===== src/rtl/abl_pkg.sv =====
`timescale 1ns / 1ps
package abl_pkg;

   // Longest word held before it is forced out
   localparam int WORD_MAX = 31;
   localparam int WORD_AW  = (WORD_MAX > 1) ? $clog2(WORD_MAX) : 1;
   localparam int LEN_W    = $clog2(WORD_MAX + 1);

   // Command queue between classifier and emitter
   localparam int QUEUE_DEPTH = 4;
   localparam int QUEUE_AW    = $clog2(QUEUE_DEPTH);

   // Token codes on the result channel
   localparam logic [3:0] KIND_DOT     = 4'd0;
   localparam logic [3:0] KIND_COMMA   = 4'd1;
   localparam logic [3:0] KIND_COLON   = 4'd2;
   localparam logic [3:0] KIND_LPAREN  = 4'd3;
   localparam logic [3:0] KIND_RPAREN  = 4'd4;
   localparam logic [3:0] KIND_DOLLAR  = 4'd5;
   localparam logic [3:0] KIND_PERCENT = 4'd6;
   localparam logic [3:0] KIND_EOL     = 4'd7;
   localparam logic [3:0] KIND_WORD    = 4'd8;
   localparam logic [3:0] KIND_END     = 4'd9;

   // One classified input byte, carried out in field order:
   // lead EOL, word flush, first token, END token, then store of chr.
   typedef struct packed {
      logic       lead_eol;
      logic       flush;
      logic       tok1;
      logic [3:0] tok1_kind;
      logic       tok2;
      logic       store;
      logic [7:0] chr;
   } cmd_type;

endpackage


===== src/rtl/abl_front.sv =====
`timescale 1ns / 1ps
module abl_front (
   input  logic             clock,
   input  logic             reset,
   input  logic             accept,
   input  logic [7:0]       in_byte,
   input  logic             end_of_input,
   output logic             cmd_push,
   output abl_pkg::cmd_type cmd
);
   import abl_pkg::*;

   localparam logic [7:0] CH_TAB   = 8'h09;
   localparam logic [7:0] CH_NL    = 8'h0A;
   localparam logic [7:0] CH_VT    = 8'h0B;
   localparam logic [7:0] CH_FF    = 8'h0C;
   localparam logic [7:0] CH_CR    = 8'h0D;
   localparam logic [7:0] CH_SPACE = 8'h20;
   localparam logic [7:0] CH_SEMI  = 8'h3B;
   localparam logic [7:0] CH_DOT   = 8'h2E;
   localparam logic [7:0] CH_COMMA = 8'h2C;
   localparam logic [7:0] CH_COLON = 8'h3A;
   localparam logic [7:0] CH_LPAR  = 8'h28;
   localparam logic [7:0] CH_RPAR  = 8'h29;
   localparam logic [7:0] CH_DOLL  = 8'h24;
   localparam logic [7:0] CH_PCT   = 8'h25;

   logic             comment_ff, comment_in;
   logic [LEN_W-1:0] len_ff, len_in;
   logic             is_space, is_special;
   logic [3:0]       spec_kind;
   logic             word_open, extend;

   // Byte classes
   always_comb begin
      is_special = 1'b1;
      spec_kind  = KIND_DOT;
      case (in_byte)
         CH_DOT:   spec_kind = KIND_DOT;
         CH_COMMA: spec_kind = KIND_COMMA;
         CH_COLON: spec_kind = KIND_COLON;
         CH_LPAR:  spec_kind = KIND_LPAREN;
         CH_RPAR:  spec_kind = KIND_RPAREN;
         CH_DOLL:  spec_kind = KIND_DOLLAR;
         CH_PCT:   spec_kind = KIND_PERCENT;
         default:  is_special = 1'b0;
      endcase
      is_space = (in_byte inside {CH_SPACE, CH_TAB, CH_NL, CH_CR, CH_VT, CH_FF});
   end

   assign word_open = (len_ff != '0);
   assign extend    = word_open && !is_space && !is_special
                      && (len_ff < LEN_W'(WORD_MAX));

   // Command build and lexer state update
   always_comb begin
      cmd        = '0;
      cmd.chr    = in_byte;
      comment_in = comment_ff;
      len_in     = len_ff;
      if (end_of_input) begin
         cmd.lead_eol  = comment_ff;
         cmd.flush     = word_open;
         cmd.tok1      = 1'b1;
         cmd.tok1_kind = KIND_EOL;
         cmd.tok2      = 1'b1;
         comment_in    = 1'b0;
         len_in        = '0;
      end else if (comment_ff) begin
         if (in_byte == CH_NL) begin
            cmd.tok1      = 1'b1;
            cmd.tok1_kind = KIND_EOL;
            comment_in    = 1'b0;
         end
      end else if (extend) begin
         cmd.store = 1'b1;
         len_in    = len_ff + LEN_W'(1);
      end else begin
         cmd.flush = word_open;
         len_in    = '0;
         if (in_byte == CH_SPACE || in_byte == CH_TAB) begin
            // skipped
         end else if (in_byte == CH_SEMI) begin
            comment_in = 1'b1;
         end else if (is_special) begin
            cmd.tok1      = 1'b1;
            cmd.tok1_kind = spec_kind;
         end else if (in_byte == CH_NL) begin
            cmd.tok1      = 1'b1;
            cmd.tok1_kind = KIND_EOL;
         end else begin
            cmd.store = 1'b1;
            len_in    = LEN_W'(1);
         end
      end
   end

   // Bytes that neither emit nor store are dropped here
   assign cmd_push = accept && (cmd.lead_eol || cmd.flush || cmd.tok1 || cmd.tok2
                                || cmd.store);

   always_ff @(posedge clock) begin
      if (reset) begin
         comment_ff <= 1'b0;
         len_ff     <= '0;
      end else if (accept) begin
         comment_ff <= comment_in;
         len_ff     <= len_in;
      end
   end

endmodule


===== src/rtl/abl_queue.sv =====
`timescale 1ns / 1ps
module abl_queue (
   input  logic             clock,
   input  logic             reset,
   input  logic             push,
   input  abl_pkg::cmd_type push_cmd,
   output logic             full,
   input  logic             pop,
   output logic             head_vld,
   output abl_pkg::cmd_type head_cmd
);
   import abl_pkg::*;

   cmd_type                slot_ff [QUEUE_DEPTH];
   logic [QUEUE_AW-1:0]    wr_ptr_ff, rd_ptr_ff;
   logic [QUEUE_AW:0]      count_ff;
   logic                   do_push, do_pop;

   assign full     = (count_ff == (QUEUE_AW + 1)'(QUEUE_DEPTH));
   assign head_vld = (count_ff != '0);
   assign head_cmd = slot_ff[rd_ptr_ff];
   assign do_push  = push && !full;
   assign do_pop   = pop && head_vld;

   // Pointers and fill count
   always_ff @(posedge clock) begin
      if (reset) begin
         wr_ptr_ff <= '0;
         rd_ptr_ff <= '0;
         count_ff  <= '0;
      end else begin
         if (do_push) wr_ptr_ff <= wr_ptr_ff + QUEUE_AW'(1);
         if (do_pop)  rd_ptr_ff <= rd_ptr_ff + QUEUE_AW'(1);
         if (do_push && !do_pop)      count_ff <= count_ff + (QUEUE_AW + 1)'(1);
         else if (do_pop && !do_push) count_ff <= count_ff - (QUEUE_AW + 1)'(1);
      end
   end

   // Entry storage
   always_ff @(posedge clock) begin
      if (do_push) slot_ff[wr_ptr_ff] <= push_cmd;
   end

endmodule


===== src/rtl/abl_back.sv =====
`timescale 1ns / 1ps
module abl_back (
   input  logic             clock,
   input  logic             reset,
   input  logic             head_vld,
   input  abl_pkg::cmd_type head_cmd,
   output logic             pop,
   output logic             out_vld,
   input  logic             out_rdy,
   output logic [3:0]       out_kind,
   output logic [7:0]       out_char,
   output logic [5:0]       out_index,
   output logic             out_done,
   output logic             out_last
);
   import abl_pkg::*;

   logic [7:0]         word_mem [WORD_MAX];
   cmd_type            cur_ff, cur_in;
   logic               cur_vld_ff, cur_vld_in;
   logic [LEN_W-1:0]   len_ff, len_in;
   logic [WORD_AW-1:0] idx_ff, idx_in;

   logic               out_vld_ff;
   logic [3:0]         kind_ff;
   logic [7:0]         char_ff;
   logic [5:0]         index_ff;
   logic               done_ff, last_ff;

   logic               slot_free, any_out, emit, retire, last_char;
   logic               emit_word;
   logic [3:0]         emit_kind;
   logic               emit_done, emit_last;

   assign slot_free = !out_vld_ff || out_rdy;
   assign any_out   = cur_ff.lead_eol || cur_ff.flush || cur_ff.tok1 || cur_ff.tok2;
   assign emit      = cur_vld_ff && any_out && slot_free;
   assign retire    = cur_vld_ff && !any_out;
   assign pop       = head_vld && (!cur_vld_ff || retire);
   assign last_char = ((LEN_W'(idx_ff) + LEN_W'(1)) == len_ff);

   // Pick the next result of the current command; tokens go out in fixed order
   always_comb begin
      cur_in     = cur_ff;
      cur_vld_in = cur_vld_ff;
      len_in     = len_ff;
      idx_in     = idx_ff;
      emit_word  = 1'b0;
      emit_kind  = KIND_EOL;
      emit_done  = 1'b0;
      emit_last  = 1'b0;
      if (emit) begin
         if (cur_ff.lead_eol) begin
            emit_kind       = KIND_EOL;
            emit_last       = !(cur_ff.flush || cur_ff.tok1 || cur_ff.tok2);
            cur_in.lead_eol = 1'b0;
         end else if (cur_ff.flush) begin
            emit_word = 1'b1;
            emit_kind = KIND_WORD;
            emit_done = last_char;
            emit_last = last_char && !(cur_ff.tok1 || cur_ff.tok2);
            if (last_char) begin
               cur_in.flush = 1'b0;
               len_in       = '0;
               idx_in       = '0;
            end else begin
               idx_in = idx_ff + WORD_AW'(1);
            end
         end else if (cur_ff.tok1) begin
            emit_kind   = cur_ff.tok1_kind;
            emit_last   = !cur_ff.tok2;
            cur_in.tok1 = 1'b0;
         end else begin
            emit_kind   = KIND_END;
            emit_last   = 1'b1;
            cur_in.tok2 = 1'b0;
         end
      end
      // Word append happens as the command retires
      if (retire) begin
         cur_vld_in = 1'b0;
         if (cur_ff.store) len_in = len_ff + LEN_W'(1);
      end
      if (pop) begin
         cur_vld_in = 1'b1;
         cur_in     = head_cmd;
      end
   end

   // Control state
   always_ff @(posedge clock) begin
      if (reset) begin
         cur_vld_ff <= 1'b0;
         len_ff     <= '0;
         idx_ff     <= '0;
         out_vld_ff <= 1'b0;
      end else begin
         cur_vld_ff <= cur_vld_in;
         len_ff     <= len_in;
         idx_ff     <= idx_in;
         if (emit)          out_vld_ff <= 1'b1;
         else if (out_rdy)  out_vld_ff <= 1'b0;
      end
   end

   always_ff @(posedge clock) begin
      cur_ff <= cur_in;
   end

   // Word store write and registered read into the output word
   always_ff @(posedge clock) begin
      if (retire && cur_ff.store) word_mem[len_ff[WORD_AW-1:0]] <= cur_ff.chr;
      if (emit) begin
         kind_ff  <= emit_kind;
         char_ff  <= emit_word ? word_mem[idx_ff] : 8'd0;
         index_ff <= emit_word ? 6'(idx_ff) : 6'd0;
         done_ff  <= emit_done;
         last_ff  <= emit_last;
      end
   end

   assign out_vld   = out_vld_ff;
   assign out_kind  = kind_ff;
   assign out_char  = char_ff;
   assign out_index = index_ff;
   assign out_done  = done_ff;
   assign out_last  = last_ff;

endmodule


===== src/rtl/assembler_byte_lexer.sv =====
`timescale 1ns / 1ps
// Path: a byte that yields a token is registered in the command queue, then in the emitter's
// current command, then in the output register behind rsp_tvalid; queued commands ahead of it hold it back.
// Throughput: one byte per cycle while the 4-entry command queue has room. The emitter
// retires each queued command on its own and sends a word as one result per character;
// blanks and comment bytes that neither close a word nor end a comment never reach it.
// Reset (synchronous, active high) clears comment state, word length, queue and emitter.
module assembler_byte_lexer (
   input  logic        clock,
   input  logic        reset,
   input  logic        req_tvalid,
   output logic        req_tready,
   input  logic [7:0]  req_tdata,   // [7:0] in_byte
   input  logic [0:0]  req_tuser,   // [0] end_of_input
   output logic        rsp_tvalid,
   input  logic        rsp_tready,
   output logic [15:0] rsp_tdata,   // [7:0] text_char, [13:8] char_index, [14] word_done
   output logic [3:0]  rsp_tuser,   // [3:0] token_kind
   output logic        rsp_tlast    // run_last
);
   import abl_pkg::*;

   logic       accept, cmd_push, q_full, q_pop, head_vld;
   cmd_type    cmd, head_cmd;
   logic [7:0] out_char;
   logic [5:0] out_index;
   logic       out_done;

   assign req_tready = !q_full;
   assign accept     = req_tvalid && req_tready;

   abl_front u_front (
      .clock        (clock),
      .reset        (reset),
      .accept       (accept),
      .in_byte      (req_tdata),
      .end_of_input (req_tuser[0]),
      .cmd_push     (cmd_push),
      .cmd          (cmd)
   );

   abl_queue u_queue (
      .clock    (clock),
      .reset    (reset),
      .push     (cmd_push),
      .push_cmd (cmd),
      .full     (q_full),
      .pop      (q_pop),
      .head_vld (head_vld),
      .head_cmd (head_cmd)
   );

   abl_back u_back (
      .clock     (clock),
      .reset     (reset),
      .head_vld  (head_vld),
      .head_cmd  (head_cmd),
      .pop       (q_pop),
      .out_vld   (rsp_tvalid),
      .out_rdy   (rsp_tready),
      .out_kind  (rsp_tuser),
      .out_char  (out_char),
      .out_index (out_index),
      .out_done  (out_done),
      .out_last  (rsp_tlast)
   );

   assign rsp_tdata = {1'b0, out_done, out_index, out_char};

endmodule

===== config.mk =====
export PLATFORM = sky130hd
export DESIGN_NAME = assembler_byte_lexer
export DESIGN_NICKNAME = d
export VERILOG_FILES = /design/src/rtl/abl_pkg.sv /design/src/rtl/abl_front.sv /design/src/rtl/abl_queue.sv /design/src/rtl/abl_back.sv /design/src/rtl/assembler_byte_lexer.sv
export SDC_FILE = /design/constraint.sdc
export NUM_CORES = 1
export LEC_CHECK = 0
export ABC_AREA = 1
export BUFFER_PORTS_ARGS = -buffer_cell sky130_fd_sc_hd__buf_2
export CORE_MARGIN = 2
export CORE_UTILIZATION = 56
export DETAILED_ROUTE_END_ITERATION = 7
export PLACE_DENSITY = 0.75
export SLEW_MARGIN = 20
export SYNTH_ARGS = -nofsm -noshare
export SYNTH_HDL_FRONTEND = slang
export SYNTH_SLANG_ARGS = --single-unit

===== constraint.sdc =====
create_clock -name clock -period 2.34 [get_ports clock]
set_input_delay 0.234 -clock clock [delete_from_list [all_inputs] [get_ports clock]]
set_output_delay 0.234 -clock clock [all_outputs]
set_load 0.1 [all_outputs]

Word level (Yosys, flattened, before mapping)
Memories as Yosys holds them, arrays and structs flattened. A register that Yosys moved wholly into a read port is not among the register bits. Index checks and enable logic that the tools add are counted.

Flip-flop bits (word level): 54. Bits in writable memories: 316. Input bits: 13. Memories kept: 2.

Add/subtract/negate cells: 7. Order comparisons: 1. Eq/ne operators: 20. Mux-type cells: 68. Bitwise logic cells: 2. Reduce and logical (&&, ||, !) cells: 54.

Memory list: u_back.word_mem (depth 31, bits a word 8, rd ports 1, clocked after Yosys merged registers in 1, wr ports 1, line abl_back.sv:18) `logic [7:0] word_mem [WORD_MAX];`; u_queue.slot_ff (depth 4, bits a word 17, rd ports 1, clocked after Yosys merged registers in 1, wr ports 1, line abl_queue.sv:14) `cmd_type slot_ff [QUEUE_DEPTH];`.

Operators by type and width (number): 2-to-1 mux 5 bit (17); equality test 8 x 6 -> 1 bit (second input constant) (9); equality test 8 x 4 -> 1 bit (second input constant) (5); 2-to-1 mux 1 bit (39); case mux 3 bit (6 select lines) (1); 2-to-1 mux 17 bit (1); adder 5 x 1 -> 5 bit (second input constant) (3); logical AND 1 bit (15); logical OR 1 bit (13); logical NOT 1 bit (12); 2-to-1 mux 6 bit (2); 2-to-1 mux 3 bit (3); 2-to-1 mux 4 bit (2); inequality test 2 bit (second input constant) (4); nonzero test 2 bit (4); OR reduction 7 bit (1); 2-to-1 mux 2 bit (3); AND reduction 3 bit (2); nonzero test 6 bit (1); equality test 5 bit (1); less-than comparator 5 bit (second input constant) (1); nonzero test 5 bit (1); adder 2 x 1 -> 2 bit (second input constant) (2); AND reduction 2 bit (2); other kinds (7) (8).

Depth between registers and ports, before layout
Gate-level depths: netlist of the first run.

Depth in word-level cells: 19. Gate-level depth with buffers: 21. Gate-level depth less buffers: 21.

Hierarchy
Synthesis of the first run repeated with hierarchy kept, for this count alone.

Cell total of the unflattened synthesis: 1336. Area total of the unflattened synthesis: 15909.0 um2.

Modules (own cells, without submodules): abl_back (times used 1, cells each 963, area each 11945.2 um2, sequential area each 8768.4 um2); abl_queue (times used 1, cells each 233, area each 3080.5 um2, sequential area each 2222.1 um2); abl_front (times used 1, cells each 134, area each 850.8 um2, sequential area each 120.1 um2); assembler_byte_lexer (times used 1, cells each 6, area each 32.5 um2, sequential area each 0.0 um2).

Worst setup path before layout of the first run
Ideal clock, no wire load.

Path kind: register to register. Start: register u_queue.count_ff[0]. End: register u_queue.count_ff[1]. Data arrival time: 2637 ps. Data required time: 2220 ps. Slack: -417 ps. Stages on the path, launching flop included: 12. Clock period less this slack: 2757 ps. Cell sequence: dfxtp_1 inv_1 nand3_1 nand2_1 clkinv_1 nand2_2 inv_1 ha_1 inv_1 fa_1 o21ai_0 a21oi_1.

Cells in the longest elaborated chain, start to end: 8.

Ends and longest elaborated chain: start, declared (line abl_queue.sv:16) `logic [QUEUE_AW:0] count_ff;`; start signal, assigned (line abl_queue.sv:34) `if (do_push && !do_pop) count_ff <= count_ff + (QUEUE_AW + 1)'(1);`; start signal, assigned (line abl_queue.sv:35) `else if (do_pop && !do_push) count_ff <= count_ff - (QUEUE_AW + 1)'(1);`; equality test 3 bit * (line abl_queue.sv:19) `assign full = (count_ff == (QUEUE_AW + 1)'(QUEUE_DEPTH));`; logical NOT 1 bit * (line assembler_byte_lexer.sv:29) `assign req_tready = !q_full;`; net req_tready (line assembler_byte_lexer.sv:12) `output logic req_tready,`; logical AND 1 bit (line assembler_byte_lexer.sv:30) `assign accept = req_tvalid && req_tready;`; logical AND 1 bit (line abl_front.sv:99) `assign cmd_push = accept && (cmd.lead_eol || cmd.flush || cmd.tok1 || cmd.tok2`; logical AND 1 bit * (line abl_queue.sv:22) `assign do_push = push && !full;`; net u_queue.do_push (line abl_queue.sv:17) `logic do_push, do_pop;`; logical NOT 1 bit (line abl_queue.sv:35); logical AND 1 bit (line abl_queue.sv:35); nonzero test 2 bit (no source line).

Mark *: on every way through the listed nets, which the timed path passes. The rest lies on a longest branch. The select of a mux whose other input is x is not followed. A chain may end at the register's enable or synchronous reset.

Worst setup path after layout of the first run
Start: register u_front.len_ff[0]. End: register u_queue.count_ff[2].

Cells in the longest elaborated chain, start to end: 16.

Ends and longest elaborated chain: start, declared (line abl_front.sv:29) `logic [LEN_W-1:0] len_ff, len_in;`; start signal, assigned (line abl_front.sv:108) `len_ff <= len_in;`; parallel branches: the longest is 10 deep, another holds less-than comparator 5 bit; logical OR 1 bit * (line abl_front.sv:100) `|| cmd.store);`; logical AND 1 bit * (line abl_front.sv:99); logical AND 1 bit * (line abl_queue.sv:22); net u_queue.do_push (line abl_queue.sv:17); logical NOT 1 bit (line abl_queue.sv:35); logical AND 1 bit (line abl_queue.sv:35); nonzero test 2 bit (no source line).

Mark *: on every way through the listed nets, which the timed path passes.

==> results of run 1 <==
logic make-up after synthesis:
logic type | after synthesis | synth area share (%)
adder cells (fa/ha/maj) | 13 | 1.12
XOR/XNOR | 7 | 0.454
flip-flops | 374 | 72.4
AND/OR/NAND/NOR | 408 | 11.2
AO/OA/AOI/OAI | 302 | 11.6
buffers and inverters | 122 | 3.26
other | 1 | 0.0248
metrics by stage:
stage	cell area (µm²)	setup slack [ns]	setup TNS (ns)	util, %	hold WS, ns
after detailed placement	16300	-0.308	-0.515	61.0	0.456
after floorplan	15200	-0.0870	-5.70	-	0.333
final	17700	-0.00268	-0.00268	66.2	0.0451
after global placement	16300	-0.220	-0.308	61.0	0.447
after global routing	17700	-0.211	-0.295	66.2	0.0361
after CTS	17500	0.00289	0	65.6	0.0324
where the power goes:
part	switching, mW	total (mW)	internal, mW
clock network	2.36	5.58	3.22
logic	3.53	4.70	1.16
registers	0.319	8.92	8.60
cell type report:
type	instances	area [µm²]
clock buffers	47	1030
inverters	63	236
multi-input cells	732	3790
clock inverters	21	125
fillers	1866	9040
well taps	341	427
repair buffers	142	1110
flip-flops and latches	374	11000
critical path, cell delays in order (launching register included):
cell	delay (ns)
dfxtp_2	0.33
inv_2	0.05
ha_4	0.15
nand3_4	0.08
nand3_2	0.09
nor2_4	0.13
nand3_4	0.10
nand2_4	0.09
nand2_4	0.06
nand3_4	0.11
nand2_4	0.06
inv_2	0.06
ha_4	0.12
inv_2	0.04
fa_2	0.36
a21oi_2	0.17
o21ai_2	0.08
o21ai_1	0.11
a21oi_1	0.05
registers in the layout, summed over array words and instances (netlist names), 2 cells and up, named ones only:
register,cells
u_back.cur_ff,16
u_back.idx_ff,5
u_back.len_ff,5
u_back.out_char,8
u_back.out_index,5
u_back.out_kind,4
u_back.word_mem,248
u_front.len_ff,5
u_queue.count_ff,3
u_queue.rd_ptr_ff,2
u_queue.slot_ff,64
u_queue.wr_ptr_ff,2
what timing repair did:
item / in CTS / in global routing
cloned: 0 / 0
pin swaps: 13 / 15
hold endpoints to repair: 4 / 0
resized for setup: 10 / 20
hold buffers: 1 / 0
endpoints found under the setup margin: 2 / 16
buffers inserted: 8 / 1
cell usage in the layout (no fill, tap or decap), drive strengths merged, types with 2 or more instances in the layout:
master	netlist	final
clkbuf	36	47
nand2	180	180
a41oi	2	2
clkinv	5	23
o221ai	38	38
ha	12	12
nand4	2	2
o211ai	2	2
nor3	4	4
edfxtp	347	347
inv	58	60
a221oi	2	2
nand3	36	36
xor2	6	6
o21ai	123	123
o22ai	45	45
a21oi	86	86
dfxtp	27	27
nor2	186	186
conb	1	2
buf	23	141
metal layers:
layer	wire length, µm	track usage [%]
met1	14100	32.0
met5	0	0
met4	824	7.68
met3	2310	4.00
met2	16900	40.6
worst paths after layout:
check / cells after the start / endpoint / slack (ns)
min reg2reg: 2 / register / 0.46
max: 18 / u_queue.count_ff[2] / -0.003
max reg2reg: 18 / u_queue.count_ff[2] / -0.003
min: 2 / u_queue.slot_ff[2][7] / 0.05
==> results.sh, run 1 <==
export IMPL_grt_first_pass_wirelength_um=52600
export IMPL_yosysTopAreaCell="edfxtp_1"
export IMPL_drive_above_1_share_pct=18.1
export IMPL_drt_pass1_iter_count=5
export IMPL_core_mm2=0.0267
export IMPL_crit_type="register to register"
export IMPL_syn_to_final_growth_pct=16.8
export IMPL_post_layout_nonfiller_instances=1720
export IMPL_synth_seq_cells=374
export IMPL_tritoncts="yes"
export IMPL_grt_overflow=0
export IMPL_cts_clk_slew_worst_paths_ns=0.06
export IMPL_p_per_area_mw_per_mm2=1090
export IMPL_io_buffers=33
export IMPL_insertion_delay_ns=0.52
export IMPL_setup_viol=1
export IMPL_start_kind="register"
export IMPL_antenna_found_initial=0
export IMPL_dr_first_iter_drc_count=1149
export IMPL_grt_max_degree=75
export IMPL_holdCritStartpoint="req_tdata[7]"
export IMPL_crit_path_start="u_front.len_ff[0]"
export IMPL_drv_cap=0
export IMPL_cp_data_required_time_ns=2.74
export IMPL_htreeDepth=2
export IMPL_violations="negative setup slack"
export IMPL_wl_um=34200
export IMPL_yosysWarnings=0
export IMPL_tightest_slew_ns=0.872
export IMPL_std_cell_rows=60
export IMPL_status="finished with violations"
export IMPL_synth_top_area_share_pct=68.8
export IMPL_fin_crit_sh_pct=100
export IMPL_netlist_instances=1227
export IMPL_die_width_um=168
export IMPL_crit_path_end_kind="register"
export IMPL_final_hold_violation_count=0
export IMPL_path_max_fanout=3
export IMPL_dp_cells=1639
export IMPL_synth_edff_count=347
export IMPL_ys_flop_type="edfxtp_1"
export IMPL_clock_path_buffers=3
export IMPL_slew_viol_final=0
export IMPL_synth_area_leaders="edfxtp_1 69%, nor2_1 4.4%, nand2_1 4.2%"
export IMPL_p_leak_nw=6.34
export IMPL_dieArea_mm2=0.0284
export IMPL_peakVddDrop_mv=0.733
export IMPL_ios=36
export IMPL_start_util_pct=56.7
export IMPL_yosys_top_cells_count="347 x edfxtp_1, 177 x nor2_1, 169 x nand2_1"
export IMPL_fmax_mhz=427
export IMPL_ys_seq_area_share_pct=72.4
export IMPL_grtUsageTotal_pct=23.9
export IMPL_diodes=0
export IMPL_globalplace_congestion=0.885
export IMPL_relSlewSlack_pct=41.8
export IMPL_rsz0062_at_grt="true"
export IMPL_vias_per_cell=5.85
export IMPL_power_mw=19.2
export IMPL_yosysMostFrequentCell="edfxtp_1"
export IMPL_setup_ws_ns=-0.00268
export IMPL_root_buffer="clkbuf_16"
export IMPL_final_nets=1377
export IMPL_cts_buffers=38
export IMPL_clock_skew_ns=0.0163
export IMPL_cp_data_arrival_time_ns=2.74
export IMPL_ys_async_sr_fraction_pct=0
export IMPL_fin_crit_ns=2.34
export IMPL_grt_pass1_vias=9746
export IMPL_syn_avg_cell_area_um2=12.3
export IMPL_post_dp_hpwl_um=21100
export IMPL_ant_nets=0
export IMPL_hp_class="primary input to register"
export IMPL_ys_types=37
export IMPL_die_h_um=168
export IMPL_avgRoutedWirePerCell_um=19.9
export IMPL_timing_rr_start="u_front.len_ff[0]"
export IMPL_drc=0
export IMPL_clkSinkCount=374
export IMPL_vias=10100
export IMPL_syn_area_mm2=0.0151
Power figures use the tool's default switching activity.
==> run 2: changes to the inputs <==
--- a/config.mk
+++ b/config.mk
@@ -5,12 +5,12 @@
 export SDC_FILE = /design/constraint.sdc
 export NUM_CORES = 1
 export LEC_CHECK = 0
-export ABC_AREA = 1
+export ABC_AREA = 0
 export BUFFER_PORTS_ARGS = -buffer_cell sky130_fd_sc_hd__buf_2
 export CORE_MARGIN = 2
-export CORE_UTILIZATION = 56
+export CORE_UTILIZATION = 50
 export DETAILED_ROUTE_END_ITERATION = 7
-export PLACE_DENSITY = 0.75
+export PLACE_DENSITY = 0.69
 export SLEW_MARGIN = 20
 export SYNTH_ARGS = -nofsm -noshare
 export SYNTH_HDL_FRONTEND = slang
==> results.sh, run 2 <==
export IMPL_die_width_um=178
export IMPL_p_seq_share_pct=46.3
export IMPL_p_leak_nw=6.02
export IMPL_final_nets=1032
export IMPL_start_kind="register"
export IMPL_setup_ws_ns=-0.397
export IMPL_root_buffer="clkbuf_16"
export IMPL_clock_path_buffers=3
export IMPL_fillers=2143
export IMPL_final_hold_violation_count=0
export IMPL_syn_to_final_growth_pct=19.5
export IMPL_netlist_instances=849
export IMPL_cp_data_required_time_ns=2.79
export IMPL_power_frac_clock_pct=31.7
export IMPL_grt_first_pass_wirelength_um=46200
export IMPL_hp_class="primary input to register"
export IMPL_synth_seq_cells=374
export IMPL_status="finished with violations"
export IMPL_rsz0062_at_grt="true"
export IMPL_finalSetupTns_ns=-2.28
export IMPL_most_common_layout_cells="347 x edfxtp_1, 115 x buf_4, 81 x mux4_2"
export IMPL_yosysWarnings=0
export IMPL_antenna_found_initial=0
export IMPL_clkSinkCount=374
export IMPL_yosysMostFrequentCell="edfxtp_1"
export IMPL_post_dp_hpwl_um=19100
export IMPL_synth_area_leaders="edfxtp_1 69%, mux4_2 12%, dfxtp_1 3.6%"
export IMPL_tritoncts="yes"
export IMPL_io_buffers=33
export IMPL_diodes=0
export IMPL_relSlewSlack_pct=54.0
export IMPL_final_cell_area_mm2=0.0181
export IMPL_syn_avg_cell_area_um2=17.9
export IMPL_crit_path_end_kind="register"
export IMPL_seqCellArea_mm2=0.0110
export IMPL_start_util_pct=51.0
export IMPL_drive_above_1_share_pct=32.7
export IMPL_vias_per_cell=5.56
export IMPL_std_cell_rows=63
export IMPL_drc=0
export IMPL_yosys_top_cells_count="347 x edfxtp_1, 81 x mux4_2, 63 x nor2_1"
export IMPL_drv_cap=0
export IMPL_vias=7927
export IMPL_p_comb_share_pct=22.0
export IMPL_grt_pass1_vias=8163
export IMPL_avgRoutedWirePerCell_um=21.2
export IMPL_syn_area_mm2=0.0152
export IMPL_largest_register_ffs=248
export IMPL_fin_crit_sh_pct=117
export IMPL_dr_first_iter_drc_count=585
export IMPL_drt_pass1_iter_count=5
export IMPL_grt_max_degree=38
export IMPL_p_switching_mw=5.47
export IMPL_htreeDepth=2
export IMPL_cts_buffers=38
export IMPL_violations="negative setup slack"
export IMPL_cts_clk_slew_worst_paths_ns=0.06
export IMPL_dieArea_mm2=0.0317
export IMPL_ys_flop_type="edfxtp_1"
export IMPL_multi_input_area_mm2=0.00395
export IMPL_die_h_um=178
export IMPL_cp_data_arrival_time_ns=3.19
export IMPL_synth_top_area_share_pct=68.8
export IMPL_setup_viol=66
export IMPL_fin_crit_ns=2.74
export IMPL_power_mw=19.1
export IMPL_power_share_switching_pct=28.6
export IMPL_placement_cell_area_mm2=0.0166
export IMPL_globalplace_congestion=0.843
export IMPL_clock_skew_ns=0.0169
export IMPL_tightest_slew_ns=0.688
export IMPL_place_ws_ns=-0.589
export IMPL_insertion_delay_ns=0.53
export IMPL_ys_types=64
export IMPL_power_internal_mw=13.6
export IMPL_grt_overflow=0
export IMPL_wl_um=30200
export IMPL_p_per_area_mw_per_mm2=1050
export IMPL_ys_seq_area_share_pct=72.3
export IMPL_ios=36
export IMPL_fmax_mhz=365
export IMPL_grtUsageTotal_pct=19.5
export IMPL_final_common_cell="edfxtp_1"
export IMPL_ant_nets=0
export IMPL_slew_viol_final=0
export IMPL_synth_edff_count=347
export IMPL_yosysTopAreaCell="edfxtp_1"
export IMPL_core_mm2=0.0297
export IMPL_ys_async_sr_fraction_pct=0
export IMPL_peakVddDrop_mv=0.513
export IMPL_path_max_fanout=4
export IMPL_crit_type="register to register"
## run 2: worst paths after layout
| check | to | startpoint | cells past startpoint | slack [ns] |
|---|---|---|---|---|
| min reg2reg | u_queue.wr_ptr_ff[1] | u_queue.wr_ptr_ff[1] | 2 | 0.52 |
| max reg2reg | u_queue.count_ff[2] | u_front.len_ff[1] | 12 | -0.40 |
| min | u_queue.slot_ff[0][6] | req_tdata[6] | 2 | 0.05 |
| max | u_queue.count_ff[2] | u_front.len_ff[1] | 12 | -0.40 |
## run 2: through the flow
stage | hold WS [ns] | util [%] | cells
final | 0.0483 | 61.0 | 1425
after global routing | 0.0322 | 61.0 | 1425
after CTS | 0.0247 | 60.1 | 1410
after detailed placement | 0.492 | 55.7 | 1338
after global placement | 0.489 | 55.7 | 1338
after floorplan | 0.333 | - | 850
## run 2: logic make-up (layout without fill, tap and decap cells)
family / Yosys count / in the layout / synth area share, %
flops: 374 / 374 / 72.3
simple gates: 184 / 184 / 6.19
mux: 99 / 99 / 13.3
compound gates: 92 / 92 / 4.10
buf+inv: 73 / 258 / 2.23
fa+ha+maj: 13 / 13 / 1.12
xor+xnor: 13 / 13 / 0.751
other cells: 1 / 2 / 0.0247
## run 2: timing repair
action	4_1_cts	5_1_grt
gates resized for setup	3	18
cloned	0	1
hold buffers	1	0
setup buffers	2	8
hold endpoints to repair	3	0
setup endpoints to repair	66	247
## run 2: area by class of cell
cell class / count / area share (%)
Clock buffer: 52 / 5.82
Clock inverter: 17 / 1.11
Inverter: 24 / 0.518
Multi-Input combinational cell: 403 / 21.8
Sequential cell: 374 / 60.6
Tap cell: 390 / 2.69
Timing Repair Buffer: 165 / 7.47
## run 2: per-layer routing
layer | vias to the layer above | track usage [%] | part of all wire, %
met4 | 0 | 5.26 | 2.0
li1 | 3663 | - | -
met5 | - | 0 | 0
met3 | 47 | 3.26 | 5.0
met2 | 214 | 34.3 | 52
met1 | 4003 | 25.1 | 41
## run 2: worst max-delay path, stage by stage, from the launching register on
cell and delay [ns]:
dfxtp_2 0.32, buf_4 0.14, and3_4 0.18, a31oi_4 0.19, nor4_2 0.06, or4_4 0.44
a31oi_4 0.21, ha_4 0.16, inv_2 0.04, fa_2 0.32, xor2_1 0.15, or3_1 0.30
a21oi_1 0.14
## run 2: power by group through the flow
stage	Clock (mW)	Combinational, mW	Sequential (mW)
6_report	6.05	4.20	8.85
5_1_grt	6.41	4.52	8.90
4_1_cts	6.17	3.64	9.21
3_5_place_dp	0	3.61	9.34
3_3_place_gp	0	3.54	9.28
2_1_floorplan	0	1.73	9.86
